==> src/hdl/dnd_pkg.sv <==
// Shared constants, codes and types of the DNS name decompressor.
// Used by the walker, the output packer and the top level.
package dnd_pkg;

  localparam int PACKET_DEPTH = 1024;
  localparam int NAME_MAX     = 255;
  localparam int HOP_LIMIT    = 16;

  localparam int ADDR_W = $clog2(PACKET_DEPTH);
  // A position holds a 14-bit pointer target plus one, so up to 16384.
  localparam int POS_W  = 15;
  localparam int HOP_W  = $clog2(HOP_LIMIT + 1);
  localparam int CNT_W  = 8;
  localparam int CONS_W = 9;

  localparam logic [7:0] PTR_MARK = 8'd192;
  localparam logic [7:0] DOT_CHAR = 8'h2E;

  localparam logic CMD_LOAD   = 1'b0;
  localparam logic CMD_DECODE = 1'b1;

  localparam logic [1:0] ST_OK    = 2'd0;
  localparam logic [1:0] ST_LONG  = 2'd1;
  localparam logic [1:0] ST_HOPS  = 2'd2;
  localparam logic [1:0] ST_RANGE = 2'd3;

  // Walker to packer: one character and/or the end of a decode.
  typedef struct packed {
    logic              push;
    logic [7:0]        ch;
    logic              finish;
    logic [1:0]        status;
    logic [CONS_W-1:0] consumed;
  } dnd_event_t;

  // Packer to walker.
  typedef struct packed {
    logic hold;
    logic busy;
  } dnd_pk_stat_t;

endpackage

==> src/hdl/dnd_walker.sv <==
// Request handling and the name walk over packet memory, one byte a cycle unless the packer holds the walk.
// Depends on dnd_pkg; drives the packet RAM and feeds dnd_packer.
module dnd_walker
  import dnd_pkg::*;
(
  input  logic              clk,
  input  logic              rst_n,
  input  logic              in_valid,
  output logic              in_stall,
  input  logic              in_command,
  input  logic [9:0]        in_byte_address,
  input  logic [7:0]        in_byte_value,
  output logic              ram_we,
  output logic [ADDR_W-1:0] ram_waddr,
  output logic [7:0]        ram_wdata,
  output logic [ADDR_W-1:0] ram_raddr,
  input  logic [7:0]        ram_rdata,
  input  dnd_pk_stat_t      pk,
  output dnd_event_t        ev
);

  localparam logic S_IDLE = 1'b0;
  localparam logic S_WALK = 1'b1;

  localparam logic [1:0] PH_LEN  = 2'd0;
  localparam logic [1:0] PH_PTR2 = 2'd1;
  localparam logic [1:0] PH_CHAR = 2'd2;

  logic              state_r, state_nxt;
  logic [1:0]        phase_r, phase_nxt;
  logic [POS_W-1:0]  pos_r, pos_nxt;
  logic [5:0]        hi_r, hi_nxt;
  logic [7:0]        rem_r, rem_nxt;
  logic [CNT_W-1:0]  n_r, n_nxt;
  logic [HOP_W-1:0]  hops_r, hops_nxt;
  logic [CONS_W-1:0] consumed_r, consumed_nxt;
  logic              jumped_r, jumped_nxt;
  logic              first_r, first_nxt;

  logic [POS_W-1:0]  start_pos;
  logic [POS_W-1:0]  rd_pos;
  logic [POS_W-1:0]  pos_inc;
  logic [CONS_W-1:0] cons_inc;
  logic              accept;
  logic              fin;
  logic [1:0]        st;
  logic [7:0]        b;

  assign start_pos = POS_W'(in_byte_address);
  assign pos_inc   = pos_r + POS_W'(1);
  assign cons_inc  = consumed_r + CONS_W'(!jumped_r);
  assign b         = ram_rdata;
  assign ram_waddr = start_pos[ADDR_W-1:0];
  assign ram_wdata = in_byte_value;
  assign ram_raddr = rd_pos[ADDR_W-1:0];

  always_comb begin
    state_nxt    = state_r;
    phase_nxt    = phase_r;
    pos_nxt      = pos_r;
    hi_nxt       = hi_r;
    rem_nxt      = rem_r;
    n_nxt        = n_r;
    hops_nxt     = hops_r;
    consumed_nxt = consumed_r;
    jumped_nxt   = jumped_r;
    first_nxt    = first_r;
    rd_pos       = pos_r;
    ram_we       = 1'b0;
    in_stall     = 1'b1;
    accept       = 1'b0;
    fin          = 1'b0;
    st           = ST_OK;
    ev           = '0;

    unique case (state_r)
      S_IDLE: begin
        in_stall = pk.busy;
        accept   = in_valid && !pk.busy;
        rd_pos   = start_pos;
        if (accept) begin
          if (in_command == CMD_LOAD) begin
            ram_we = start_pos < POS_W'(PACKET_DEPTH);
          end else if (start_pos < POS_W'(PACKET_DEPTH)) begin
            state_nxt    = S_WALK;
            phase_nxt    = PH_LEN;
            pos_nxt      = start_pos;
            n_nxt        = '0;
            hops_nxt     = '0;
            consumed_nxt = '0;
            jumped_nxt   = 1'b0;
            first_nxt    = 1'b1;
          end else begin
            ev.finish = 1'b1;
            ev.status = ST_RANGE;
          end
        end
      end
      S_WALK: begin
        // Every byte that reaches here was fetched in range; it counts only until the first pointer jump.
        consumed_nxt = cons_inc;
        unique case (phase_r)
          PH_LEN: begin
            if (b == 8'd0) begin
              fin = 1'b1;
            end else if (b >= PTR_MARK) begin
              hi_nxt    = b[5:0];
              pos_nxt   = pos_inc;
              phase_nxt = PH_PTR2;
            end else if (!first_r && n_r >= CNT_W'(NAME_MAX)) begin
              fin = 1'b1;
              st  = ST_LONG;
            end else begin
              if (!first_r) begin
                ev.push = 1'b1;
                ev.ch   = DOT_CHAR;
                n_nxt   = n_r + CNT_W'(1);
              end
              first_nxt = 1'b0;
              rem_nxt   = b;
              pos_nxt   = pos_inc;
              phase_nxt = PH_CHAR;
            end
          end
          PH_PTR2: begin
            if (hops_r >= HOP_W'(HOP_LIMIT)) begin
              fin = 1'b1;
              st  = ST_HOPS;
            end else begin
              // Dropping the two marker bits is the same as subtracting 49152.
              hops_nxt   = hops_r + HOP_W'(1);
              jumped_nxt = 1'b1;
              pos_nxt    = POS_W'({hi_r, b});
              phase_nxt  = PH_LEN;
            end
          end
          default: begin
            if (n_r >= CNT_W'(NAME_MAX)) begin
              fin = 1'b1;
              st  = ST_LONG;
            end else begin
              ev.push   = 1'b1;
              ev.ch     = b;
              n_nxt     = n_r + CNT_W'(1);
              rem_nxt   = rem_r - 8'd1;
              pos_nxt   = pos_inc;
              phase_nxt = (rem_r == 8'd1) ? PH_LEN : PH_CHAR;
            end
          end
        endcase
        if (!fin && pos_nxt >= POS_W'(PACKET_DEPTH)) begin
          fin = 1'b1;
          st  = ST_RANGE;
        end
        ev.finish   = fin;
        ev.status   = st;
        ev.consumed = (st == ST_OK) ? cons_inc : '0;
        rd_pos      = pos_nxt;
        if (fin) begin
          state_nxt = S_IDLE;
        end
        // A full word that cannot leave freezes the walk; the same byte is
        // read again so that it is still there next cycle.
        if (pk.hold) begin
          state_nxt    = state_r;
          phase_nxt    = phase_r;
          pos_nxt      = pos_r;
          hi_nxt       = hi_r;
          rem_nxt      = rem_r;
          n_nxt        = n_r;
          hops_nxt     = hops_r;
          consumed_nxt = consumed_r;
          jumped_nxt   = jumped_r;
          first_nxt    = first_r;
          rd_pos       = pos_r;
        end
      end
      default: begin
        state_nxt = S_IDLE;
      end
    endcase
  end

  always_ff @(posedge clk) begin
    if (!rst_n) begin
      state_r <= S_IDLE;
    end else begin
      state_r <= state_nxt;
    end
    phase_r    <= phase_nxt;
    pos_r      <= pos_nxt;
    hi_r       <= hi_nxt;
    rem_r      <= rem_nxt;
    n_r        <= n_nxt;
    hops_r     <= hops_nxt;
    consumed_r <= consumed_nxt;
    jumped_r   <= jumped_nxt;
    first_r    <= first_nxt;
  end

endmodule

==> config.mk <==
export PLATFORM = sky130hd
export DESIGN_NAME = dnd_walker
export DESIGN_NICKNAME = d
export VERILOG_FILES = /design/src/hdl/dnd_pkg.sv /design/src/hdl/dnd_walker.sv
export SDC_FILE = /design/constraint.sdc
export NUM_CORES = 1
export LEC_CHECK = 0
export BUFFER_PORTS_ARGS = -buffer_cell sky130_fd_sc_hd__buf_2
export CELL_PAD_IN_SITES_DETAIL_PLACEMENT = 0
export CELL_PAD_IN_SITES_GLOBAL_PLACEMENT = 1
export CORE_MARGIN = 8
export CORE_UTILIZATION = 30
export CTS_BUF_LIST = sky130_fd_sc_hd__clkbuf_2 sky130_fd_sc_hd__clkbuf_4 sky130_fd_sc_hd__clkbuf_8
export DETAILED_ROUTE_END_ITERATION = 6
export GPL_ROUTABILITY_DRIVEN = 0
export PLACE_DENSITY_LB_ADDON = 0.1
export RECOVER_POWER = 100
export SLEW_MARGIN = 20
export SYNTH_ARGS = -nofsm -noshare
export SYNTH_HDL_FRONTEND = slang
export SYNTH_SLANG_ARGS = --single-unit
==> constraint.sdc <==
create_clock -name clk -period 3.89 [get_ports clk]
set_input_delay 0.1945 -clock clk [delete_from_list [all_inputs] [get_ports clk]]
set_output_delay 0.1945 -clock clk [all_outputs]
set_load 0.1 [all_outputs]
==> impl_metrics.toml <==
[floorplanning]
ios = 83
dieHeight_um = 128
start_util_pct = 30.9
die_width_um = 128
rows = 40
core_area_um2 = 12100
dieArea_um2 = 16300

[routing]
wirelength_um = 11100
drt_iter0_drc = 148
ant_nets = 0
viasPerCell = 5.08
drtPass1Iterations = 5
wire_per_inst_um = 17.7
vias = 3183
drc = 0

[clock_tree]
clock-sinks = 56
clk_pin_slew_worst_paths_ns = 0.09
cts_max_level = 2
clockBufferDepth = 2
cts_tree = "done"
root_buffer = "clkbuf_8"
hold_buffers = 0
cts_buffers = 5
clock_latency_ns = 0.32

[timing]
hold_viol_final = 0
clock.fmax_ghz = 0.276
clock_skew_ns = 0.0103
worst_pin_slew_ns = 1.18
hold_ws_ns = 0.0894
slew_headroom_pct = 21.7
slew_viol_final = 0
finalSetupViolations = 0
fin_crit_ns = 3.62
rsz0062_at_grt = "false"
fin_crit_sh_pct = 93.2
tns_ns = 0

[outcome]
status = "finished, final reports clean"

[power_and_ir_drop]
ir_worst_vdd_uv = 135
powerDensity_nw_per_um2 = 322
p_leak_nw = 1.46

[synthesis]
synth-seq-area-share_pct = 44.8
synth_cell_types = 55
synth-main-ff-cell = "edfxtp_1"
syn_avg_cell_area_um2 = 9.28
synth_edf_count = 55
async_flop_share_pct = 0
yosys_warnings = 0
syn-num-nets = 441
ys_ff_latch = 56
synth_area_um2 = 3730
syn_inst = 402

[worst_setup_path]
worstSetupPathType = "reg -> out"
critPathLaunchType = "flop"
cp.arrival_ns = 3.43
cp_data_required_time_ns = 3.70
setup.worst_path.end_class = "output port"
critPathMaxFanout = 9

[grt]
grt_pass1_vias = 3118
overflow = 0
antenna_found_initial = 0
grt_use_total_pct = 13.6
grt_max_degree = 35
grt_first_pass_wirelength_um = 17300

[place]
hpwl_um = 8310
portBuffers = 66

[finish]
final_cell_mix = "edfxtp_1 (55), nor2_1 (51), clkbuf_1 (36), nand2_1 (28), o21ai_0 (28)"
fin_nets = 497
area_growth_pct = 14.0
nFillCells = 1285
antenna_cells = 0
final_common_cell = "edfxtp_1"
layout-drive-gt1-share_pct = 14.0

[hold_path]
hold_class = "in -> reg"

[run]
cap_violations = 0
==> metrics by stage <==
stage / instance area, µm² / std cells / util, % / power [mW] / setup WS, ns
final: 4250 / 626 / 35.2 / 1.37 / 0.266
after global routing: 4250 / 626 / 35.2 / 1.44 / 0.00980
after CTS: 4260 / 622 / 35.3 / 1.39 / 0.132
after detailed placement: 4180 / 615 / 34.6 / 1.07 / 0.508
after global placement: 4180 / 615 / 34.6 / 1.07 / 0.579
after floorplan: 3740 / 402 / - / 1.02 / -0.575
==> final timing paths <==
path	cells after the start	from	endpoint	slack, ns
setup / recovery	9	n_r[0]$_SDFFCE_PN0P_	ev[0]	0.27
hold / removal	3	rst_n	state_r$_SDFF_PN0_	0.09
setup reg to reg	6	phase_r[1]$_SDFFCE_PN0P_	rem_r[6]$_DFFE_PP_	1.07
hold reg to reg	1	hops_r[0]$_SDFFCE_PN0P_	hops_r[0]$_SDFFCE_PN0P_	0.59
==> cells by family (layout without fill, tap and decap cells) <==
family / Yosys count / after routing / share of synthesized area, %
AOI/OAI and AO/OA: 104 / 104 / 18.5
xor gates and xnor gates: 23 / 23 / 5.40
adders and majority gates: 7 / 7 / 2.35
buffers and inverters: 48 / 104 / 6.74
DFF: 56 / 56 / 44.8
muxes: 3 / 3 / 0.838
and+or+nand+nor: 161 / 161 / 21.3
==> state kept, by name, indices dropped and copies added, names as in the netlist <==
signal / flops
jumped_r: 1
pos_r: 15
consumed_r: 9
first_r: 1
rem_r: 8
hops_r: 5
state_r: 1
phase_r: 2
n_r: 8
hi_r: 6
==> timing repair <==
| action | CTS | global route |
|---|---|---|
| setup endpoints to repair | 0 | 9 |
| resized for setup | 0 | 9 |
| buffers inserted | 0 | 4 |
==> power by group <==
part           internal (mW)  total (mW)  leakage (nW)  switching, mW
clock                  0.130       0.323        0.0445          0.193
sequential             0.690       0.718         0.521         0.0279
combinational         0.0661       0.328         0.890          0.262
total                  0.887        1.37          1.46          0.482
==> synthesized netlist by cell type (7+ instances only) <==
library cell	count	area share (%)
nor2_1	51	5.1
xnor2_1	11	2.6
nand2_1	28	2.8
o21ai_0	28	3.8
nor3_1	12	1.6
inv_1	13	1.3
buf_4	19	3.8
nand3_1	20	2.7
and2_1	11	1.8
clkbuf_1	12	1.2
ha_1	7	2.3
edfxtp_1	55	44
a21oi_1	26	3.5
xor2_1	12	2.8
o21a_1	7	1.4
==> layout make-up <==
cell class	instances	area (µm²)	share of cell area (%)
clock buffer	6	76.3	1.80
clock inverter	1	5.00	0.118
tap	168	210	4.94
sequential	56	1670	39.3
inverter	14	56.3	1.32
multi-input combinational	298	1820	42.8
timing repair buffer	83	413	9.71
==> critical path, cell delays in order, from the launching register on <==
cell	delay, ns
edfxtp_1	0.39
ha_1	0.24
nand3_1	0.20
nor2_1	0.48
a211oi_1	0.16
xor2_1	0.17
o221ai_1	0.57
a31oi_4	0.28
nor2b_1	0.19
buf_2	0.44
==> routing by layer <==
layer	track usage [%]	part of all wire [%]	vias to the layer above
li1	-	-	1580
met1	19.1	49	1508
met2	20.9	45	89
met3	2.87	5.2	6
met4	3.36	0.80	0
met5	0	0	-
Note: power is estimated with default switching activity, not from simulation.
