==> src/hdl/dnd_pkg.sv <==
// Shared constants, codes and types of the DNS name decompressor.
// Used by the walker, the output packer and the top level.
package dnd_pkg;

  localparam int PACKET_DEPTH = 1024;
  localparam int NAME_MAX     = 255;
  localparam int HOP_LIMIT    = 16;

  localparam int ADDR_W = $clog2(PACKET_DEPTH);
  // A position holds a 14-bit pointer target plus one, so up to 16384.
  localparam int POS_W  = 15;
  localparam int HOP_W  = $clog2(HOP_LIMIT + 1);
  localparam int CNT_W  = 8;
  localparam int CONS_W = 9;

  localparam logic [7:0] PTR_MARK = 8'd192;
  localparam logic [7:0] DOT_CHAR = 8'h2E;

  localparam logic CMD_LOAD   = 1'b0;
  localparam logic CMD_DECODE = 1'b1;

  localparam logic [1:0] ST_OK    = 2'd0;
  localparam logic [1:0] ST_LONG  = 2'd1;
  localparam logic [1:0] ST_HOPS  = 2'd2;
  localparam logic [1:0] ST_RANGE = 2'd3;

  // Walker to packer: one character and/or the end of a decode.
  typedef struct packed {
    logic              push;
    logic [7:0]        ch;
    logic              finish;
    logic [1:0]        status;
    logic [CONS_W-1:0] consumed;
  } dnd_event_t;

  // Packer to walker.
  typedef struct packed {
    logic hold;
    logic busy;
  } dnd_pk_stat_t;

endpackage

==> src/hdl/dnd_packer.sv <==
// Packs decoded characters four to a word and holds the output register.
// Depends on dnd_pkg; takes events from dnd_walker.
module dnd_packer
  import dnd_pkg::*;
(
  input  logic              clk,
  input  logic              rst_n,
  input  dnd_event_t        ev,
  output dnd_pk_stat_t      pk,
  output logic              out_valid,
  input  logic              out_stall,
  output logic [31:0]       out_name_chars,
  output logic [2:0]        out_char_count,
  output logic [CONS_W-1:0] out_bytes_consumed,
  output logic [1:0]        out_decode_status,
  output logic              out_last_result
);

  logic [31:0]       word_r, word_nxt;
  logic [2:0]        cnt_r, cnt_nxt;
  logic              pend_r, pend_nxt;
  logic [1:0]        fst_r, fst_nxt;
  logic [CONS_W-1:0] fcons_r, fcons_nxt;

  logic              ov_r, ov_nxt;
  logic [31:0]       ochars_r, ochars_nxt;
  logic [2:0]        ocnt_r, ocnt_nxt;
  logic [CONS_W-1:0] ocons_r, ocons_nxt;
  logic [1:0]        ost_r, ost_nxt;
  logic              olast_r, olast_nxt;

  logic out_free;

  assign out_free = !ov_r || !out_stall;
  assign pk.hold  = ev.push && cnt_r == 3'd4 && !out_free;
  assign pk.busy  = pend_r;

  assign out_valid          = ov_r;
  assign out_name_chars     = ochars_r;
  assign out_char_count     = ocnt_r;
  assign out_bytes_consumed = ocons_r;
  assign out_decode_status  = ost_r;
  assign out_last_result    = olast_r;

  always_comb begin
    word_nxt   = word_r;
    cnt_nxt    = cnt_r;
    pend_nxt   = pend_r;
    fst_nxt    = fst_r;
    fcons_nxt  = fcons_r;
    ov_nxt     = ov_r && out_stall;
    ochars_nxt = ochars_r;
    ocnt_nxt   = ocnt_r;
    ocons_nxt  = ocons_r;
    ost_nxt    = ost_r;
    olast_nxt  = olast_r;

    if (pend_r) begin
      if (out_free) begin
        ov_nxt     = 1'b1;
        ochars_nxt = word_r;
        ocnt_nxt   = cnt_r;
        ocons_nxt  = fcons_r;
        ost_nxt    = fst_r;
        olast_nxt  = 1'b1;
        pend_nxt   = 1'b0;
        word_nxt   = '0;
        cnt_nxt    = '0;
      end
    end else if (!pk.hold) begin
      if (ev.push) begin
        if (cnt_r == 3'd4) begin
          // The full word is only known not to be the last once more follows.
          ov_nxt     = 1'b1;
          ochars_nxt = word_r;
          ocnt_nxt   = cnt_r;
          ocons_nxt  = '0;
          ost_nxt    = ST_OK;
          olast_nxt  = 1'b0;
          word_nxt   = {24'd0, ev.ch};
          cnt_nxt    = 3'd1;
        end else begin
          for (int i = 0; i < 4; i++) begin
            if (cnt_r == 3'(i)) begin
              word_nxt[i*8 +: 8] = ev.ch;
            end
          end
          cnt_nxt = cnt_r + 3'd1;
        end
      end
      if (ev.finish) begin
        pend_nxt  = 1'b1;
        fst_nxt   = ev.status;
        fcons_nxt = ev.consumed;
      end
    end
  end

  always_ff @(posedge clk) begin
    if (!rst_n) begin
      ov_r   <= 1'b0;
      pend_r <= 1'b0;
      cnt_r  <= '0;
      word_r <= '0;
    end else begin
      ov_r   <= ov_nxt;
      pend_r <= pend_nxt;
      cnt_r  <= cnt_nxt;
      word_r <= word_nxt;
    end
    fst_r    <= fst_nxt;
    fcons_r  <= fcons_nxt;
    ochars_r <= ochars_nxt;
    ocnt_r   <= ocnt_nxt;
    ocons_r  <= ocons_nxt;
    ost_r    <= ost_nxt;
    olast_r  <= olast_nxt;
  end

endmodule

==> config.mk <==
export PLATFORM = sky130hd
export DESIGN_NAME = dnd_packer
export DESIGN_NICKNAME = d
export VERILOG_FILES = /design/src/hdl/dnd_pkg.sv /design/src/hdl/dnd_packer.sv
export SDC_FILE = /design/constraint.sdc
export NUM_CORES = 1
export LEC_CHECK = 0
export ABC_AREA = 1
export BUFFER_PORTS_ARGS = -buffer_cell sky130_fd_sc_hd__buf_2
export CORE_AREA = 2 2 84 86
export DETAILED_ROUTE_END_ITERATION = 12
export DIE_AREA = 0 0 86 88
export GPL_TIMING_DRIVEN = 0
export PLACE_DENSITY = 0.8
export REMOVE_ABC_BUFFERS = 1
export SYNTH_ARGS = -nofsm -noshare
export SYNTH_HDL_FRONTEND = slang
export SYNTH_SLANG_ARGS = --single-unit
==> constraint.sdc <==
create_clock -name clk -period 10.85 [get_ports clk]
set_input_delay 1.085 -clock clk [delete_from_list [all_inputs] [get_ports clk]]
set_output_delay 1.085 -clock clk [all_outputs]
set_load 0.05 [all_outputs]
==> results.md, run 1 <==
CTS:
- The later pin in the worst-skew pair is clocked with a latency of ~0.36 ns.
- The cell sitting at the root of the clock tree is a sky130_fd_sc_hd__clkbuf_8.
- The number of cells upsized or downsized after cts is 0.
- The clock buffer count from CTS is 9.
- The clock slew seen by the registers of the worst setup and hold paths is 0.08 ns.
- The maximum clock path buffer count is 2.
- The setup fix buffers added after clock tree synthesis is 0.
- The clock tree from TritonCTS is built.
- The sink count of the clock tree is 95.
- CTS built an H-tree with a depth of 3.
- For this design, the CTS-stage hold fixing added 0 buffers.

Critical path:
- The critical path goes through buf_2 -> nand2_1 -> inv_1 -> nand2_1 -> inv_1 -> buf_2.
- The critical path capture point type is an output pin.
- The launching element type of the critical path is an input port.
- The setup check on the worst reg-to-reg path leaves a slack of 8.39 ns.
- Data arrives at the worst endpoint at ~1.9 ns.
- The setup path with the least slack is of type in2out.
- STA puts the critical path data required time at roughly 9.8 ns.
- In this run the critical register-to-register path is captured at out_decode_status[1].
- For this run, the slowest stage of the critical path takes 0.26 ns.
- Measured in cells, the most critical reg-to-reg path has a length of 5.
- The slowest stage of the critical path is the sky130_fd_sc_hd__buf_2 cell.
- The startpoint of the most critical register-to-register path is pend_r.
- In this run the worst path has a maximum fanout of 3.

STA:
- Summed over all failing endpoints, the final setup total negative slack is 0 ns.
- The count of final hold-check violations is 0.
- Headroom to the max-slew limit came out at 46.20%.
- Setup repair after global routing left no endpoint under its margin.
- The final worst clock skew is ~0.0084 ns.
- Setup violations remaining at the end of the flow were counted as 0.
- For the finished layout, the period the worst path requires is 2.993 ns.
- The achievable clock frequency is about 330 MHz.
- At the pin with the least slew margin, the transition time is 0.8058 ns.
- The final clock period utilization by the worst path is 27.58%.
- The max-slew violation count came to 0.
- The minimum setup slack in the final design is slightly below 8 ns.

GRT:
- Entering global routing, the biggest net connects 46 pins.
- The overall overflow remaining after global route is 0.
- The combined global-route utilization of all metal layers is a little under a fifth.
- The first-pass GRT wire length is 10,930 um.
- The initial antenna violation count came to 0.
- The number of global-route vias before repair is around 2,400.

Hold path:
- The class of the tightest hold or removal check is reg2reg.
- The worst hold path begins at word_r[6].
- The worst hold path was traced through 0 stages.
- The path with the worst hold slack has its endpoint at out_name_chars[6].

Placed design:
- The count of input and output buffers is 73.
- At the end of routability-driven placement, the weighted congestion stood at approximately 0.84.
- The half-perimeter wire length after placement is 4496 um.
- OpenSTA, run right after detailed placement, puts the worst setup slack at 7.858 ns.
- Including well taps, the total number of placed cells is approximately 500.

Layout:
- The post-synthesis to final-layout area growth is 15.09%.
- Summing all multi-input logic gate instances after layout gives roughly 960 um2.
- The final layout contains 458 nets.
- The number of fill cells is 494.
- The number of standard cells in the layout, taps in and fillers out is roughly 510.
- Summing all flip-flop and latch instances after layout gives 0.002482 mm2.
- The number of antenna repair diodes is 0.
- The fraction of final layout cells sized beyond drive strength 1 is about a quarter.

Detailed routing:
- For this run, design rule violations remaining after detail routing come to 0.
- The final layout contains routed wiring with a total length of about 6800 um.
- The initial detailed-routing violation count is between 150 and 200.
- After detailed routing, the average wire length per cell comes to between 10 and 15 um.
- The number of iterations in the first detailed-routing pass is 4.
- The post-detailed-route count of antenna-violating nets is 0.
- The number of vias per cell is between 4 and 5.
- The routed layout has 2,566 vias.

Power:
- IR analysis of the VDD net gives a maximum drop of 0.07610 mV.
- The total power divided by cell area is roughly 180 mW/mm2.
- The completed layout was analyzed and its total power is 789.7 uW.
- In this run the static leakage power is slightly above 2 nW.

Synthesis:
- The yosys synthesis warning count is 0.
- The average size of a mapped cell is 10.39 um2.
- The number of synthesized register bits is 95.
- After technology mapping, the gate count stands at 360.
- The netlist area before placement is between 0.003 and 0.004 mm2.
- The share of the yosys chip area belonging to registers is 66.38%.
- In this run, distinct cell masters in the synthesized netlist total 24.

Die:
- The floorplan step defined a die boundary enclosing approximately 0.0076 mm2.
- The floorplan has 30 rows.
- The initial core utilization is a little under three fifths.
- The horizontal die dimension is around 86 um.
- In this run the standard cell core region covers between 0.006 and 0.007 mm2.
- The top-level port count is 74.
- The die boundary height is 88 um.

Status:
- The run finished with clean final reports.

Run:
- The max-capacitance violation count is 0.
flip-flops by register name, indices dropped and copies added (netlist names):
signal,count
out_char_count,3
out_valid,1
out_name_chars,32
out_decode_status,2
pend_r,1
cnt_r,3
fst_r,2
fcons_r,9
word_r,32
out_last_result,1
out_bytes_consumed,9
worst max-delay path by stage:
stage / from / end / slack [ns] / cells after the start
finish: out_stall / pk[1] / 7.86 / 6
global route: out_stall / pk[1] / 7.80 / 6
CTS: out_stall / pk[1] / 7.86 / 6
detailed placement: out_stall / pk[1] / 7.86 / 6
global placement: out_stall / out_name_chars[1] / 5.84 / 6
floorplan: out_stall / out_bytes_consumed[0] / 6.78 / 5
power by group:
part           switching (mW)  internal (mW)  total [mW]  leakage (nW)
combinational           0.104         0.0358       0.139          1.07
sequential             0.0135          0.418       0.432         0.864
clock                   0.121         0.0975       0.219        0.0999
logic make-up (layout without fill, tap and decap cells):
family,after synthesis,after routing,share of synthesized area [%]
AO/OA/AOI/OAI,25,25,3.446
adder cells (fa/ha/maj),5,5,1.673
buffers and inverters,62,136,8.029
flip-flops,95,95,66.38
AND/OR/NAND/NOR,173,173,20.47
layout make-up:
class / instances / share of cell area (%)
flip-flops and latches: 95 / 57.67
inverters: 46 / 4.186
clock buffers: 11 / 3.517
clock inverters: 5 / 0.9302
well taps: 80 / 2.326
multi-input cells: 203 / 22.41
repair buffers: 74 / 8.953
cell usage after synthesis (all sizes together):
cell type	instances	area, um2
or2	1	6.260
a21oi	24	120.1
inv	46	180.2
o21ai	1	8.760
nor2	66	290.3
nand3	23	125.1
dfxtp	37	740.7
nand3b	3	22.52
edfxtp	58	1742
ha	5	62.56
nor3	1	5.000
buf	13	108.9
nand2	79	316.5
clkbuf	3	11.26
placed cells by master, fill, tap and decap left out, types with 2 or more instances in the layout:
cell type	count
sky130_fd_sc_hd__a21oi_1	24
sky130_fd_sc_hd__buf_2	73
sky130_fd_sc_hd__clkbuf_8	11
sky130_fd_sc_hd__clkinv_4	3
sky130_fd_sc_hd__dfxtp_1	37
sky130_fd_sc_hd__edfxtp_1	58
sky130_fd_sc_hd__ha_1	5
sky130_fd_sc_hd__inv_1	43
sky130_fd_sc_hd__inv_2	2
sky130_fd_sc_hd__nand2_1	75
sky130_fd_sc_hd__nand2_2	2
sky130_fd_sc_hd__nand2_4	2
sky130_fd_sc_hd__nand3_1	21
sky130_fd_sc_hd__nand3_2	2
sky130_fd_sc_hd__nand3b_1	3
sky130_fd_sc_hd__nor2_1	61
sky130_fd_sc_hd__nor2_4	2
sky130_fd_sc_hd__nor2_8	2
metrics by stage:
stage	util [%]	hold slack, ns	cell area [um2]
floorplan	-	0.4082	3620
CTS	64.78	0.4359	4304
detailed placement	61.90	0.4154	4113
global route	64.78	0.4438	4304
global placement	61.49	0.4133	4085
finish	64.78	0.4365	4304
critical path: cells and delay by family:
family | cells | cell delay [ns]
buffers and inverters | 4 | 0.56
AND/OR/NAND/NOR | 2 | 0.26
per-layer routing:
metal | GRT usage (%) | vias up | wire length (um)
li1 | - | 1287 | -
met1 | 22.64 | 1180 | 2803
met2 | 31.99 | 80 | 3337
met3 | 4.807 | 19 | 379
met4 | 10.68 | 0 | 231
met5 | 0 | - | 0
(Power assumes the default switching activity.)
==> run 2, diff against run 1 <==
--- a/config.mk
+++ b/config.mk
@@ -7,11 +7,11 @@
 export LEC_CHECK = 0
 export ABC_AREA = 1
 export BUFFER_PORTS_ARGS = -buffer_cell sky130_fd_sc_hd__buf_2
-export CORE_AREA = 2 2 84 86
+export CORE_AREA = 2 2 87 89
 export DETAILED_ROUTE_END_ITERATION = 12
-export DIE_AREA = 0 0 86 88
+export DIE_AREA = 0 0 89 91
 export GPL_TIMING_DRIVEN = 0
-export PLACE_DENSITY = 0.8
+export PLACE_DENSITY = 0.75
 export REMOVE_ABC_BUFFERS = 1
 export SYNTH_ARGS = -nofsm -noshare
 export SYNTH_HDL_FRONTEND = slang
==> constraint.sdc (replaced) <==
create_clock -name clk -period 2.8 [get_ports clk]
set_input_delay 0.28 -clock clk [delete_from_list [all_inputs] [get_ports clk]]
set_output_delay 0.28 -clock clk [all_outputs]
set_load 0.05 [all_outputs]
==> results.md, run 2 (synthesis results as in run 1) <==
Die:
- The area of the placeable core is 0.007137 mm2 (+7.4%).
- The initial core utilization is 52.40% (-3.9 points).
- The top-level port count is 74 (unchanged).
- The die boundary height is 91 um (+3.4%).
- The horizontal die dimension is 89 um (+3.5%).
- The full die area came to 0.008099 mm2 (+7.0%).
- The number of standard-cell rows in the floorplan is 31 (+3.3%).

Layout:
- The number of antenna repair diodes was 0 (unchanged).
- The final core area utilization is 60.57% (-4.2 points).
- The net total in the final layout came to 458 (unchanged).
- The summed area of non-filler cells in the final layout is 0.004323 mm2 (+0.44%).
- The post-synthesis to final-layout area growth is 15.59%.
- The fraction of final layout cells sized beyond drive strength 1 is 24.19% (unchanged).
- The library cell used most frequently in the layout, excluding fill and tap cells, is sky130_fd_sc_hd__nand2_1.
- The top cell types in the final layout, fill and taps aside, are 75 x sky130_fd_sc_hd__nand2_1, 73 x sky130_fd_sc_hd__buf_2, 61 x sky130_fd_sc_hd__nor2_1, 58 x sky130_fd_sc_hd__edfxtp_1, 43 x sky130_fd_sc_hd__inv_1.
- The number of standard cells in the layout, taps in and fillers out is 533 (+3.7%).

Power:
- The total leakage power came to 2.029 nW (-0.21%).
- The peak supply drop is 0.2619 mV (+240%).
- The total power divided by cell area is 708.1 mW/mm2 (+290%).
- The total power was 3.061 mW (+290%).

Critical path:
- The launching element type of the critical path is a flip-flop.
- The cell with the biggest individual delay on the critical path is sky130_fd_sc_hd__dfxtp_1.
- The critical path capture point type is a flip-flop.
- The delay of the slowest cell on the worst path is 0.85 ns (+0.59 ns).
- The largest driver fanout on the critical path is 29 (+26).
- The class of the most critical setup path is reg2reg.
- In this run the critical register-to-register path is launched from pend_r.
- The critical path data arrival time is 2.55 ns (+0.64 ns).
- The depth of the most critical reg-to-reg path came to 5 (unchanged).
- The setup slack on the worst flop-to-flop path was 0.31 ns (-8.08 ns).
- Walking the worst path, the cells encountered are inv_8 -> nand3_1 -> nand3_1 -> nor2_4 -> buf_12.
- The most common cell type on the critical path is sky130_fd_sc_hd__nand3_1.
- The capturing point of the worst reg2reg path is out_name_chars[1].
- The dominant delay contributor by cell family on the critical path is simple AND/OR/NAND/NOR gates.
- The worst path required time is 2.86 ns (-6.91 ns).
- The number of buffer and inverter stages on the critical path was 2 (-2).

Hold path:
- The class of the tightest hold or removal check is in2reg.
- The terminating pin of the worst hold path is fst_r[0].
- The number of stages on the worst hold path is 1 (+1).
- In this run the most critical hold path is launched from ev[9].

GRT:
- The first-pass GRT wire length was 10,990 um (+0.57%).
- The combined global-route utilization of all metal layers is 17.96% (-1.2 points).
- The number of global-route vias before repair is 2,374 (-1.0%).
- The maximum number of pins on one net before global-route repair was 46 (unchanged).
- The initial antenna violation count is 0 (unchanged).
- The overall overflow remaining after global route is 0 (unchanged).

STA:
- The max-slew violation count is 0 (unchanged).
- The number of setup violations in the final report is 0 (unchanged).
- The relative slew slack is 46.64% (+0.44 points).
- The count of final hold-check violations was 0 (unchanged).
- Setup repair after global routing left no endpoint under its margin.
- The achievable clock frequency is roughly 400 MHz.
- The final worst clock skew was 0.01465 ns (+0.006245 ns).
- The transition time at the pin with the least slew margin was 0.7993 ns (-0.006577 ns).
- The clock period minus final worst setup slack is 2.487 ns.
- The final clock period utilization by the worst path is roughly nine tenths.
- The post-route worst hold slack came to 0.08928 ns (-0.3472 ns).

CTS:
- The clock tree from TritonCTS is built.
- The root buffer cell chosen for the clock tree is sky130_fd_sc_hd__clkbuf_8.
- The insertion delay to the later sink of the worst-skew pair is 0.37 ns (about the same).
- The clock slew seen by the registers of the worst setup and hold paths was 0.09 ns (about the same).
- The setup fix buffers added after clock tree synthesis was 0 (unchanged).
- The clock buffer count from CTS is 9 (unchanged).
- The number of cells upsized or downsized after cts was 0 (unchanged).
- The deepest level of the CTS H-tree came to 3 (unchanged).
- The sink count of the clock tree is 95 (unchanged).
- The number of hold buffers added after cts is 0 (unchanged).
- The maximum clock path buffer count is 2 (unchanged).

Detailed routing:
- The post-detailed-route count of antenna-violating nets is 0 (unchanged).
- The final routed wire length divided by cell count is 12.34 um (-6.1%).
- The met3 routed wirelength is 387 um (+2.1%).
- The via count is 2,540 (-1.0%).
- The highest routed metal layer is met4.
- The number of iterations in the first detailed-routing pass is 4 (unchanged).
- The total length of routed wires is 6575 um (-2.6%).
- The number of vias per cell is 4.765 (-4.5%).
- The number of design rule violations left after detail routing is 0 (unchanged).
- The detailed route wirelength on metal2 is 3311 um (-0.78%).
- The initial detailed-routing violation count is 116 (-30%).
- The detailed-routing wirelength on met1 is 2719 um (-3.0%).

Placed design:
- The placer congestion estimate is 0.7821 (-6.6%).
- The half-perimeter wire length after placement is 4318 um (-4.0%).
- The number of placed instances, taps included is 517 (+3.8%).
- The instance area after placement came to 0.004136 mm2 (+0.58%).
- The count of input and output buffers was 73 (unchanged).

Run:
- The max-capacitance violation count came to 0 (unchanged).

Status:
- The run finished with clean final reports.
-- run 2: area by class of cell --
| class | count | area, um2 |
|---|---|---|
| Tap cell | 99 | 123.9 |
| Multi-Input combinational cell | 203 | 964.7 |
| Sequential cell | 95 | 2482 |
| Fill cell | 620 | 2814 |
| Inverter | 46 | 180.2 |
| Clock buffer | 10 | 137.6 |
| Timing Repair Buffer | 74 | 385.4 |
| Clock inverter | 6 | 48.80 |
-- run 2: power breakdown --
group / internal (mW) / switching, mW / leakage (nW)
sequential: 1.62 / 0.0507 / 0.864
combinational: 0.139 / 0.397 / 1.07
clock: 0.359 / 0.496 / 0.0957
-- run 2: worst max path at each step --
stage	startpoint	endpoint	slack, ns	cells past startpoint
6_report	pend_r	out_name_chars[1]	0.31	5
5_1_grt	pend_r	out_name_chars[1]	0.10	5
4_1_cts	pend_r	out_name_chars[2]	0.26	5
3_3_place_gp	pend_r	out_name_chars[12]	-1.81	4
2_1_floorplan	pend_r	out_bytes_consumed[0]	-1.04	4
3_5_place_dp	pend_r	out_name_chars[12]	0.28	5
-- run 2: routing by layer --
layer  vias up  global-route usage, %
li1       1290                      -
met1      1160                  22.32
met2        78                  28.86
met3        12                  4.273
met4         0                  9.204
met5         -                      0
-- run 2: stage by stage --
step           setup slack [ns]  TNS [ns]
2_1_floorplan            -1.042    -48.98
3_3_place_gp             -1.812    -85.13
3_5_place_dp             0.2756         0
4_1_cts                  0.2586         0
5_1_grt                  0.1011         0
6_report                 0.3130         0
